$ cat src/sv/tkd_pkg.sv
// ----------------------------------------------------------------------------
// Two-key scanner package
// Shared types and reset constants for the two-key debounce and click block.
// ----------------------------------------------------------------------------
package tkd_pkg;

  localparam int unsigned TIMER_W = 16;
  localparam int unsigned COUNT_W = 4;
  localparam int unsigned INDEX_W = 3;

  typedef enum logic [INDEX_W-1:0] {
    REG_CAL_ENABLE      = 3'd0,
    REG_DEBOUNCE_TIME   = 3'd1,
    REG_LONG_PRESS_TIME = 3'd2,
    REG_REPEAT_PERIOD   = 3'd3,
    REG_BOTH_LONG_TIME  = 3'd4,
    REG_CLICK_WINDOW    = 3'd5,
    REG_HOLD_START_TIME = 3'd6
  } reg_index_t;

  localparam logic [TIMER_W-1:0] RST_DEBOUNCE_TIME   = 16'd20;
  localparam logic [TIMER_W-1:0] RST_LONG_PRESS_TIME = 16'd3000;
  localparam logic [TIMER_W-1:0] RST_REPEAT_PERIOD   = 16'd100;
  localparam logic [TIMER_W-1:0] RST_BOTH_LONG_TIME  = 16'd2000;
  localparam logic [TIMER_W-1:0] RST_CLICK_WINDOW    = 16'd600;
  localparam logic [TIMER_W-1:0] RST_HOLD_START_TIME = 16'd800;

  typedef struct packed {
    logic               cal_enable;
    logic [TIMER_W-1:0] debounce_time;
    logic [TIMER_W-1:0] long_press_time;
    logic [TIMER_W-1:0] repeat_period;
    logic [TIMER_W-1:0] both_long_time;
    logic [TIMER_W-1:0] click_window;
    logic [TIMER_W-1:0] hold_start_time;
  } cfg_t;

  typedef struct packed {
    logic               power_short;
    logic               power_long;
    logic               power_repeat;
    logic               mode_single;
    logic               mode_repeat;
    logic               mode_clicks;
    logic [COUNT_W-1:0] click_total;
    logic               both_long;
    logic               power_down;
    logic               mode_down;
  } result_t;

endpackage

$ cat src/sv/tkd_cfg.sv
// ----------------------------------------------------------------------------
// Two-key scanner configuration registers
// Holds the mode and timing registers and flags a write of the mode register.
// ----------------------------------------------------------------------------
module tkd_cfg (
  input  logic                        clk,
  input  logic                        rst,
  input  logic                        cfg_write,
  input  logic [tkd_pkg::INDEX_W-1:0] cfg_index,
  input  logic [tkd_pkg::TIMER_W-1:0] cfg_data,
  output tkd_pkg::cfg_t               cfg,
  output logic                        mode_clear
);

  assign mode_clear = cfg_write && (cfg_index == tkd_pkg::REG_CAL_ENABLE);

  always_ff @(posedge clk) begin
    if (rst) begin
      cfg.cal_enable      <= 1'b0;
      cfg.debounce_time   <= tkd_pkg::RST_DEBOUNCE_TIME;
      cfg.long_press_time <= tkd_pkg::RST_LONG_PRESS_TIME;
      cfg.repeat_period   <= tkd_pkg::RST_REPEAT_PERIOD;
      cfg.both_long_time  <= tkd_pkg::RST_BOTH_LONG_TIME;
      cfg.click_window    <= tkd_pkg::RST_CLICK_WINDOW;
      cfg.hold_start_time <= tkd_pkg::RST_HOLD_START_TIME;
    end else if (cfg_write) begin
      case (cfg_index)
        tkd_pkg::REG_CAL_ENABLE:      cfg.cal_enable      <= cfg_data[0];
        tkd_pkg::REG_DEBOUNCE_TIME:   cfg.debounce_time   <= cfg_data;
        tkd_pkg::REG_LONG_PRESS_TIME: cfg.long_press_time <= cfg_data;
        tkd_pkg::REG_REPEAT_PERIOD:   cfg.repeat_period   <= cfg_data;
        tkd_pkg::REG_BOTH_LONG_TIME:  cfg.both_long_time  <= cfg_data;
        tkd_pkg::REG_CLICK_WINDOW:    cfg.click_window    <= cfg_data;
        tkd_pkg::REG_HOLD_START_TIME: cfg.hold_start_time <= cfg_data;
        default: ;
      endcase
    end
  end

endmodule

$ cat src/sv/tkd_core.sv
// ----------------------------------------------------------------------------
// Two-key scanner event core
// Holds key and click state and computes one tick's result from the inputs.
// ----------------------------------------------------------------------------
module tkd_core #(
  parameter int unsigned TICK_MS    = 10,
  parameter int unsigned MAX_CLICKS = 10
) (
  input  logic             clk,
  input  logic             rst,
  input  logic             step,
  input  logic             power_raw,
  input  logic             mode_raw,
  input  tkd_pkg::cfg_t    cfg,
  input  logic             mode_clear,
  output tkd_pkg::result_t result
);

  localparam logic [tkd_pkg::TIMER_W-1:0] TICK  = tkd_pkg::TIMER_W'(TICK_MS);
  localparam logic [tkd_pkg::COUNT_W-1:0] CLMAX = tkd_pkg::COUNT_W'(MAX_CLICKS);

  typedef struct packed {
    logic                        last_raw;
    logic                        stable;
    logic [tkd_pkg::TIMER_W-1:0] deb_timer;
    logic [tkd_pkg::TIMER_W-1:0] press_timer;
    logic                        long_done;
    logic                        hold_active;
    logic [tkd_pkg::TIMER_W-1:0] rep_timer;
  } key_t;

  typedef struct packed {
    key_t key;
    logic shot;
    logic rep;
  } calib_t;

  function automatic logic [tkd_pkg::TIMER_W-1:0] sat_add(
    input logic [tkd_pkg::TIMER_W-1:0] t
  );
    logic [tkd_pkg::TIMER_W:0] s;
    s = {1'b0, t} + {1'b0, TICK};
    return s[tkd_pkg::TIMER_W] ? {tkd_pkg::TIMER_W{1'b1}} : s[tkd_pkg::TIMER_W-1:0];
  endfunction

  function automatic key_t sample_key(input key_t k, input logic raw,
                                      input logic [tkd_pkg::TIMER_W-1:0] deb_time);
    key_t n;
    n = k;
    if (raw != k.last_raw) begin
      n.last_raw  = raw;
      n.deb_timer = '0;
    end else if (raw != k.stable) begin
      n.deb_timer = sat_add(k.deb_timer);
      if (n.deb_timer >= deb_time) begin
        if (!k.stable && raw) begin
          n.press_timer = '0;
          n.long_done   = 1'b0;
          n.hold_active = 1'b0;
          n.rep_timer   = '0;
        end
        n.stable = raw;
      end
    end else if (k.stable) begin
      n.press_timer = sat_add(k.press_timer);
      n.rep_timer   = sat_add(k.rep_timer);
    end
    return n;
  endfunction

  function automatic calib_t calib_events(input key_t k, input tkd_pkg::cfg_t c);
    calib_t r;
    r.key  = k;
    r.shot = 1'b0;
    r.rep  = 1'b0;
    if (k.stable) begin
      if (!r.key.hold_active && r.key.press_timer >= c.hold_start_time) begin
        r.key.hold_active = 1'b1;
        r.key.rep_timer   = '0;
      end
      if (r.key.hold_active && r.key.rep_timer >= c.repeat_period) begin
        r.key.rep_timer = '0;
        r.rep           = 1'b1;
      end
    end else if (k.press_timer != '0) begin
      if (!k.hold_active && k.press_timer < c.hold_start_time) r.shot = 1'b1;
      r.key.press_timer = '0;
    end
    return r;
  endfunction

  key_t                        power_key, mode_key;
  key_t                        power_key_next, mode_key_next;
  logic [tkd_pkg::COUNT_W-1:0] tap_counter, tap_counter_next;
  logic [tkd_pkg::TIMER_W-1:0] click_timer, click_timer_next;
  logic [tkd_pkg::TIMER_W-1:0] combo_timer, combo_timer_next;
  logic                        combo_done, combo_done_next;
  logic                        armed, armed_next;
  calib_t                      power_cal, mode_cal;

  always_comb begin
    power_key_next   = sample_key(power_key, power_raw, cfg.debounce_time);
    mode_key_next    = sample_key(mode_key, mode_raw, cfg.debounce_time);
    tap_counter_next = tap_counter;
    click_timer_next = click_timer;
    combo_timer_next = combo_timer;
    combo_done_next  = combo_done;
    armed_next       = armed;
    result           = '0;
    power_cal        = calib_events(power_key_next, cfg);
    mode_cal         = calib_events(mode_key_next, cfg);

    if (!armed) begin
      if (!power_key_next.stable) armed_next = 1'b1;
    end else if (cfg.cal_enable && power_key_next.stable && mode_key_next.stable) begin
      combo_timer_next = sat_add(combo_timer);
      if (!combo_done && combo_timer_next >= cfg.both_long_time) begin
        combo_done_next  = 1'b1;
        result.both_long = 1'b1;
      end
      power_key_next.press_timer = '0;
      mode_key_next.press_timer  = '0;
    end else begin
      combo_timer_next = '0;
      if (!power_key_next.stable && !mode_key_next.stable) combo_done_next = 1'b0;
      if (cfg.cal_enable) begin
        power_key_next      = power_cal.key;
        mode_key_next       = mode_cal.key;
        result.power_short  = power_cal.shot;
        result.power_repeat = power_cal.rep;
        result.mode_single  = mode_cal.shot;
        result.mode_repeat  = mode_cal.rep;
      end else begin
        if (power_key_next.stable) begin
          if (!power_key_next.long_done &&
              power_key_next.press_timer >= cfg.long_press_time) begin
            power_key_next.long_done = 1'b1;
            result.power_long        = 1'b1;
          end
        end else if (power_key_next.press_timer != '0) begin
          if (power_key_next.press_timer < cfg.long_press_time) result.power_short = 1'b1;
          power_key_next.press_timer = '0;
        end

        if (!mode_key_next.stable && mode_key_next.press_timer != '0) begin
          if (mode_key_next.press_timer < cfg.long_press_time &&
              tap_counter < CLMAX) begin
            tap_counter_next = tap_counter + 1'b1;
            click_timer_next = '0;
          end
          mode_key_next.press_timer = '0;
        end

        if (tap_counter_next != '0 && !mode_key_next.stable) begin
          click_timer_next = sat_add(click_timer_next);
          if (click_timer_next >= cfg.click_window) begin
            result.mode_clicks = 1'b1;
            result.click_total = tap_counter_next;
            tap_counter_next   = '0;
            click_timer_next   = '0;
          end
        end
      end
    end

    result.power_down = power_key_next.stable;
    result.mode_down  = mode_key_next.stable;
  end

  always_ff @(posedge clk) begin
    if (rst) begin
      power_key   <= '0;
      mode_key    <= '0;
      tap_counter <= '0;
      click_timer <= '0;
      combo_timer <= '0;
      combo_done  <= 1'b0;
      armed       <= 1'b0;
    end else if (mode_clear) begin
      tap_counter <= '0;
      click_timer <= '0;
      combo_timer <= '0;
      combo_done  <= 1'b0;
    end else if (step) begin
      power_key   <= power_key_next;
      mode_key    <= mode_key_next;
      tap_counter <= tap_counter_next;
      click_timer <= click_timer_next;
      combo_timer <= combo_timer_next;
      combo_done  <= combo_done_next;
      armed       <= armed_next;
    end
  end

endmodule

$ cat src/sv/two_key_debounce_click_long_press_top.sv
// ----------------------------------------------------------------------------
// Two-key debounce, click and long press scanner
// Takes one word of raw key levels per scan tick and returns one word of
// debounced levels and key events per tick.
// ----------------------------------------------------------------------------
// A word taken into the input register passes through the event core and its result
// word is registered in the result register once that register is free to accept it.
// Throughput: one word per cycle unless the result stalls; the input register, the event core update
// and the result register form a two-stage pipeline with a single state update.
// A stalled result holds the pipeline; the input side stalls only when full.
// Reset clears all key, click and combo state and loads the register defaults.
module two_key_debounce_click_long_press_top #(
  parameter int unsigned TICK_MS    = 10,
  parameter int unsigned MAX_CLICKS = 10
) (
  input  logic                                 clk,
  input  logic                                 rst,
  input  logic                                 item_valid,
  output logic                                 item_stall,
  input  logic                                 power_raw,
  input  logic                                 mode_raw,
  output logic                                 result_valid,
  input  logic                                 result_stall,
  output logic                                 power_short,
  output logic                                 power_long,
  output logic                                 power_repeat,
  output logic                                 mode_single,
  output logic                                 mode_repeat,
  output logic                                 mode_clicks,
  output logic [tkd_pkg::COUNT_W-1:0]          click_total,
  output logic                                 both_long,
  output logic                                 power_down,
  output logic                                 mode_down,
  input  logic                                 cfg_write,
  input  logic [tkd_pkg::INDEX_W-1:0]          cfg_index,
  input  logic [tkd_pkg::TIMER_W-1:0]          cfg_data
);

  tkd_pkg::cfg_t    cfg;
  tkd_pkg::result_t core_result;
  tkd_pkg::result_t result_q;
  logic             mode_clear;
  logic             in_valid;
  logic             in_power;
  logic             in_mode;
  logic             step;

  assign step       = in_valid && (!result_valid || !result_stall);
  assign item_stall = in_valid && !step;

  tkd_cfg u_cfg (
    .clk        (clk),
    .rst        (rst),
    .cfg_write  (cfg_write),
    .cfg_index  (cfg_index),
    .cfg_data   (cfg_data),
    .cfg        (cfg),
    .mode_clear (mode_clear)
  );

  tkd_core #(
    .TICK_MS    (TICK_MS),
    .MAX_CLICKS (MAX_CLICKS)
  ) u_core (
    .clk        (clk),
    .rst        (rst),
    .step       (step),
    .power_raw  (in_power),
    .mode_raw   (in_mode),
    .cfg        (cfg),
    .mode_clear (mode_clear),
    .result     (core_result)
  );

  always_ff @(posedge clk) begin
    if (rst) begin
      in_valid <= 1'b0;
    end else if (!item_stall) begin
      in_valid <= item_valid;
    end
  end

  always_ff @(posedge clk) begin
    if (item_valid && !item_stall) begin
      in_power <= power_raw;
      in_mode  <= mode_raw;
    end
  end

  always_ff @(posedge clk) begin
    if (rst) begin
      result_valid <= 1'b0;
    end else if (step) begin
      result_valid <= 1'b1;
    end else if (!result_stall) begin
      result_valid <= 1'b0;
    end
  end

  always_ff @(posedge clk) begin
    if (step) begin
      result_q <= core_result;
    end
  end

  assign power_short  = result_q.power_short;
  assign power_long   = result_q.power_long;
  assign power_repeat = result_q.power_repeat;
  assign mode_single  = result_q.mode_single;
  assign mode_repeat  = result_q.mode_repeat;
  assign mode_clicks  = result_q.mode_clicks;
  assign click_total  = result_q.click_total;
  assign both_long    = result_q.both_long;
  assign power_down   = result_q.power_down;
  assign mode_down    = result_q.mode_down;

endmodule

$ cat config.mk
export PLATFORM = sky130hd
export DESIGN_NAME = two_key_debounce_click_long_press_top
export DESIGN_NICKNAME = d
export VERILOG_FILES = /design/src/sv/tkd_pkg.sv /design/src/sv/tkd_cfg.sv /design/src/sv/tkd_core.sv /design/src/sv/two_key_debounce_click_long_press_top.sv
export SDC_FILE = /design/constraint.sdc
export NUM_CORES = 1
export LEC_CHECK = 0
export BUFFER_PORTS_ARGS = -buffer_cell sky130_fd_sc_hd__clkbuf_2
export CAP_MARGIN = 40
export CORE_MARGIN = 3
export CORE_UTILIZATION = 45
export DETAILED_ROUTE_END_ITERATION = 7
export GPL_TIMING_DRIVEN = 0
export PLACE_DENSITY = 0.64
export SLEW_MARGIN = 40
export SYNTH_ARGS = -nofsm -noshare
export SYNTH_HDL_FRONTEND = slang
export SYNTH_SLANG_ARGS = --single-unit
$ cat constraint.sdc
create_clock -name clk -period 25.3 [get_ports clk]
set_clock_uncertainty 0.2 [all_clocks]
set_input_delay 1.265 -clock clk [delete_from_list [all_inputs] [get_ports clk]]
set_output_delay 1.265 -clock clk [all_outputs]
set_load 0.005 [all_outputs]
==> key figures, run 1 <==
STA
  – Setup violators final: 0
  – Fin Setup TNS: 0 ns
  – Maximum clock frequency: 95.9 MHz
  – Worst-Margin Slew: 0.953 ns
  – Max Slew Vio Count: 0
  – Period utilization: 41.2%
  – Final Critical Period: 10.43 ns
  – RSZ-0062 raised after global routing: false
  – Max_slew headroom: 36.2%
  – Final hold vios: 0

Yosys
  – Post-Syn Nets: 2487
  – Sequential share of the synthesized area: 30.5%
  – Synth async-reset ratio: 0%
  – Share of the synthesized area in the top cell type: 27.9%
  – Register bit total from synthesis: 255
  – Mean post-synth cell area: 7.51 µm²
  – Synth warn: 0
  – Post-synth EDFFs: 15
  – Dominant synthesized flop cell: dfxtp_1
  – Gate Count Post-Synth: 2291
  – Synth area leader: dfxtp_1
  – Mapped Area: 17200 µm²
  – Unique masters post-synth: 79
  – Synth area leaders: dfxtp_1 28%, ha_1 12%, nand2_1 8.4%, a21oi_1 6.3%, nor2_1 4.4%

Routing
  – Pre-antenna DRT Iters: 6
  – DRC: 0
  – Drt wl/cell: 19.9 µm
  – Routed vias/inst: 6.00
  – Routed Antenna Nets: 0
  – Vias post-DR: 17400
  – Initial drt markers: 1477
  – Drt total wl: 57700 µm

Worst setup path
  – Crit path buffers/inverters: 5
  – CP Launch Type: register
  – WP depth: 41
  – FF-to-FF setup slack: 14.87 ns
  – CP Launch Point: u_core.mode_key[35]$_SDFFE_PP0P_
  – Reg-to-reg startpoint: u_core.mode_key[35]$_SDFFE_PP0P_
  – Worst setup path endpoint: u_core.click_timer[3]$_SDFFE_PP0P_
  – Worst EP required: 25.64 ns
  – Crit-path leading delay family: simple AND/OR/NAND/NOR gates
  – R2r endpoint: u_core.click_timer[3]$_SDFFE_PP0P_
  – Worst path arrival time: 10.77 ns
  – Worst path slowest cell: or4b_4
  – Slowest stage delay, CP: 0.58 ns
  – Maximum net fanout on the critical path: 10
  – Most used cell, CP: nand2_1
  – Worst reg2reg path depth: 41
  – Crit path kind: reg -> reg
  – Crit path capture type: register

Layout
  – Ant diodes: 0
  – Share of post-route cells with drive strength above 1: 6.15%
  – Fin nets: 2562
  – Design Area, Final: 19200 µm²
  – Most frequent cells in the layout: 386 x nand2_1, 240 x dfxtp_1, 217 x a21oi_1, 204 x nor2_1, 170 x ha_1
  – Area of the multi-input gates: 11100 µm²
  – Commonest non-fill, non-tap cell in the layout: nand2_1
  – Register area: 5260 µm²
  – Area growth syn-to-layout: 11.5%
  – Fill cells: 3751

Global route
  – Largest net degree at the start of global routing: 18
  – Initial antenna violation count: 0
  – Gr ovfl total: 0
  – First-pass GRT wire length: 90100 µm
  – Total track usage: 27.5%
  – Vias in the first global route: 16700

Place
  – # port buffers: 40
  – Placed cell areas: 18100 µm²
  – Placer Congestion: 0.972
  – HPWL Detailed: 44600 µm

Min path
  – Min-Delay Path Class: reg -> reg

Floorplanning
  – Io pins: 41
  – Starting Density: 45.7%
  – Die width: 202 µm
  – Core Region: 37700 µm²
  – Site Rows: 71
  – Die height: 202 µm
  – DIE AREA: 40600 µm²

Clock network
  – H-tree levels: 1
  – CTS buffer count: 31
  – Reg clk slew, reported paths: 0.06 ns
  – Longest Clk Path Bufs: 3
  – Clock root cell: clkbuf_16
  – Clock Latency Late Sink: 0.60 ns
  – Cts repair resizes: 0
  – CTS tree: yes
  – Setup Buffers After CTS: 0
  – Post-CTS Hold Buffers: 0
  – Clk sink count: 255

Power
  – PwrDens: 53.3 nW/µm²
  – Leakage: 7.76 nW
  – Max rail drop VDD: 0.0000619 V

Outcome
  – Status: complete, no violations

Run
  – Max-Cap Viols: 0
[how the worst min path moves through the flow]
| stage | slack (ns) | to | cells past startpoint | startpoint |
|---|---|---|---|---|
| floorplan | 0.24 | u_cfg.cfg[10]$_SDFFE_PP0P_ | 2 | u_cfg.cfg[10]$_SDFFE_PP0P_ |
| global placement | 0.24 | u_cfg.cfg[85]$_SDFFE_PP0P_ | 2 | u_cfg.cfg[85]$_SDFFE_PP0P_ |
| detailed placement | 0.25 | u_cfg.cfg[92]$_SDFFE_PP0P_ | 2 | u_cfg.cfg[92]$_SDFFE_PP0P_ |
| CTS | 0.26 | u_core.power_key[17]$_SDFFE_PP0P_ | 2 | u_core.power_key[17]$_SDFFE_PP0P_ |
| global route | 0.27 | u_cfg.cfg[2]$_SDFFE_PP0P_ | 2 | u_cfg.cfg[2]$_SDFFE_PP0P_ |
| finish | 0.25 | u_cfg.cfg[92]$_SDFFE_PP0P_ | 2 | u_cfg.cfg[92]$_SDFFE_PP0P_ |
[flip-flops by register name, summed over array words and instances, names as in the netlist, 4 cells and up]
signal,cells
u_cfg.cfg,97
u_core.power_key,52
u_core.mode_key,51
u_core.click_timer,16
u_core.combo_timer,16
click_total,4
u_core.tap_counter,4
[power by group]
part	total, W	switching, W	leakage, nW	internal [W]
clock	0.000473	0.000196	0.532	0.000277
combinational	0.000132	0.0000925	5.14	0.0000391
sequential	0.000418	0.00000542	2.09	0.000412
[worst reg2reg max path: cells and delay by family (launching register included)]
kind	cells	cell delay, ns
compound gates	11	2.13
fa+ha+maj	4	1.26
buf+inv	5	1.92
flops	1	0.34
simple gates	21	4.55
[synth_stat cells, drive strengths merged, types with 8 or more instances]
library cell and instances:
or3 20, nor4 16, nand3 73, a22o 21, and2 16, clkbuf 97, nor3 48, inv 120
o21ai 122, nand2b 19, and4 11, mux2i 8, a211oi 24, a21oi 217, o22ai 11, a31o 9
ha 170, o41ai 12, xnor2 26, and3 33, buf 18, dfxtp 240, o31ai 12, o211ai 37
nand4 38, a31oi 32, nor2 204, xor2 23, edfxtp 15, a21o 54, nor2b 31, a22oi 27
o21a 13, nand2 386
[cell type report]
type	count	area share [%]
timing repair buffer	42	1.12
tap	511	3.33
sequential	255	27.4
multi-input combinational	1801	57.7
clock buffer	39	4.74
inverter	120	2.36
buffer	115	2.39
clock inverter	19	0.952
[per-stage QoR]
stage	utilization, %	cells	setup WS, ns	power, W	hold WS [ns]
after global placement	47.9	2842	14.72	0.000551	0.241
after floorplan	-	2291	17.24	0.000508	0.236
final	51.0	2902	14.87	0.00102	0.254
after global routing	51.0	2902	13.91	0.00106	0.273
after detailed placement	48.0	2844	15.04	0.000554	0.247
after CTS	50.9	2902	15.03	0.00103	0.255
[layer usage]
layer | global-route usage, % | vias up | part of all wire, %
met5 | 0 | - | 0
met4 | 9.49 | 0 | 3.7
met3 | 4.58 | 134 | 7.6
met2 | 45.6 | 647 | 46
met1 | 36.3 | 8252 | 43
li1 | - | 8373 | -
[cell families (layout without fill, tap and decap cells)]
family,Yosys count,after routing,share of synthesized area [%]
AOI/OAI and AO/OA,653,653,24.1
xor gates and xnor gates,49,49,2.49
adders and majority gates,170,170,12.4
buffers and inverters,235,335,5.29
DFF,255,255,30.5
muxes,11,11,0.661
and+or+nand+nor,918,918,24.5
No activity file was read; power rests on OpenSTA's default activity.
==> run 2: changes to the inputs <==
Clock period 25.3 ns to 10.4 ns, I/O delays scaled along.
==> key figures, run 2 (synthesis gave the netlist of run 1 again) <==
Worst setup path
  – WP depth: 41
  – Worst path slowest cell: or4b_4
  – Worst reg2reg path depth: 41
  – Reg-to-reg startpoint: u_core.mode_key[35]$_SDFFE_PP0P_
  – Crit path capture type: register
  – CP Launch Point: u_core.mode_key[35]$_SDFFE_PP0P_
  – Slowest stage delay, CP: 0.59 ns
  – Most used cell, CP: nand2_1
  – Crit path buffers/inverters: 6
  – Maximum net fanout on the critical path: 10
  – Worst setup path endpoint: u_core.click_timer[3]$_SDFFE_PP0P_
  – CP Launch Type: register
  – Worst path arrival time: 9.97 ns
  – Worst EP required: 10.74 ns
  – FF-to-FF setup slack: 0.77 ns
  – Crit path kind: reg -> reg
  – R2r endpoint: u_core.click_timer[3]$_SDFFE_PP0P_
  – Crit-path leading delay family: simple AND/OR/NAND/NOR gates

Power
  – PwrDens: 129 nW/µm²
  – Max rail drop VDD: 0.000150 V
  – Total Power: 0.00249 W
  – Leakage: 7.81 nW

Routing
  – Routed Antenna Nets: 0
  – Drt wl/cell: 19.9 µm
  – Vias post-DR: 17500
  – Initial drt markers: 1380
  – Routed vias/inst: 6.02
  – Drt total wl: 57900 µm
  – Pre-antenna DRT Iters: 6
  – DRC: 0

Layout
  – Top reg by flops: u_cfg.cfg
  – Ant diodes: 0
  – Commonest non-fill, non-tap cell in the layout: nand2_1
  – Fill cells: 3743
  – Share of post-route cells with drive strength above 1: 6.51%
  – Most frequent cells in the layout: 386 x nand2_1, 240 x dfxtp_1, 217 x a21oi_1, 203 x nor2_1, 170 x ha_1
  – Finished Layout Cells: 2908
  – Fin nets: 2568
  – Number of flip-flops in the largest register: 97
  – Area growth syn-to-layout: 12.0%
  – Biggest regs: u_cfg.cfg (97), u_core.power_key (52), u_core.mode_key (51)

Clock network
  – CTS tree: yes
  – Clk sink count: 255
  – H-tree levels: 1
  – CTS buffer count: 31
  – Clock root cell: clkbuf_16
  – Reg clk slew, reported paths: 0.07 ns
  – Clock Latency Late Sink: 0.60 ns
  – Longest Clk Path Bufs: 3

Global route
  – Gr ovfl total: 0
  – Vias in the first global route: 16700
  – Total track usage: 27.5%
  – First-pass GRT wire length: 90200 µm
  – Largest net degree at the start of global routing: 18
  – Initial antenna violation count: 0

STA
  – Worst-Margin Slew: 0.907 ns
  – Maximum clock frequency: 104 MHz
  – Final hold vios: 0
  – Setup violators final: 0
  – RSZ-0062 raised after global routing: false
  – Max_slew headroom: 39.3%
  – Max Slew Vio Count: 0
  – Period utilization: 92.6%
  – Final Critical Period: 9.63 ns

Floorplanning
  – Io pins: 41
  – Starting Density: 45.7%
  – Die width: 202 µm
  – Site Rows: 71
  – DIE AREA: 40600 µm²
  – Die height: 202 µm
  – Core Region: 37700 µm²

Outcome
  – Status: complete, no violations

Place
  – Placer Congestion: 0.972
  – Dpl cells: 2844
  – # port buffers: 40
  – HPWL Detailed: 44600 µm

Run
  – Max-Cap Viols: 0

Min path
  – Min-Delay Path Class: in -> reg
[run 2: worst reg2reg max path: cells and delay by family, from the launching register on]
kind            cells  cell delay [ns]
fa+ha+maj           4             1.21
buf+inv             6             1.47
simple gates       19             3.88
compound gates     12             2.49
flops               1             0.34
[run 2: area by class of cell]
cell class	count	area [µm²]	share of cell area, %
multi-input combinational	1801	11100	57.6
clock buffer	39	910	4.72
buffer	115	464	2.41
timing repair buffer	48	270	1.40
tap	511	639	3.32
sequential	255	5260	27.3
inverter	120	453	2.35
clock inverter	19	183	0.948
[run 2: stage by stage]
| stage | setup TNS (ns) | util (%) | hold slack, ns | instance area [µm²] | setup WS [ns] |
|---|---|---|---|---|---|
| after global placement | -1.27 | 47.9 | 0.241 | 18100 | -0.183 |
| final | 0 | 51.2 | 0.0766 | 19300 | 0.772 |
| after CTS | 0 | 51.0 | 0.0447 | 19200 | 0.131 |
| after floorplan | 0 | - | 0.236 | 17200 | 2.34 |
| after detailed placement | 0 | 48.0 | 0.247 | 18100 | 0.145 |
| after global routing | 0 | 51.2 | 0.0501 | 19300 | 0.0566 |
[run 2: repair_timing]
item                       in CTS  in global routing
buffers inserted                0                  2
hold endpoints to repair        4                  0
gates resized for setup         0                 12
setup endpoints to repair       0                 34
hold buffers                    4                  0
[run 2: worst min-delay path by stage]
stage                     depth (start not counted)                  startpoint  slack (ns)                          to
after floorplan                                   2  u_cfg.cfg[10]$_SDFFE_PP0P_        0.24  u_cfg.cfg[10]$_SDFFE_PP0P_
after CTS                                         3                cfg_data[15]        0.04  u_cfg.cfg[31]$_SDFFE_PP0P_
final                                             3                cfg_data[15]        0.08  u_cfg.cfg[31]$_SDFFE_PP0P_
after global placement                            2  u_cfg.cfg[85]$_SDFFE_PP0P_        0.24  u_cfg.cfg[85]$_SDFFE_PP0P_
after detailed placement                          2  u_cfg.cfg[92]$_SDFFE_PP0P_        0.25  u_cfg.cfg[92]$_SDFFE_PP0P_
after global routing                              3                cfg_data[15]        0.05  u_cfg.cfg[31]$_SDFFE_PP0P_
[run 2: report_power, final]
group,leakage (nW),internal [W],total [W],switching [W]
combinational,5.20,0.0000984,0.000324,0.000225
clock,0.532,0.000674,0.00115,0.000477
sequential,2.09,0.00100,0.00102,0.0000132
total,7.81,0.00177,0.00249,0.000716
[run 2: routing by layer]
layer / track usage, % / up-vias / wire [µm]
met4: 9.49 / 0 / 2250
met2: 45.6 / 706 / 26400
met3: 4.58 / 150 / 4630
li1: - / 8393 / -
met5: 0 / - / 0
met1: 36.3 / 8271 / 24700
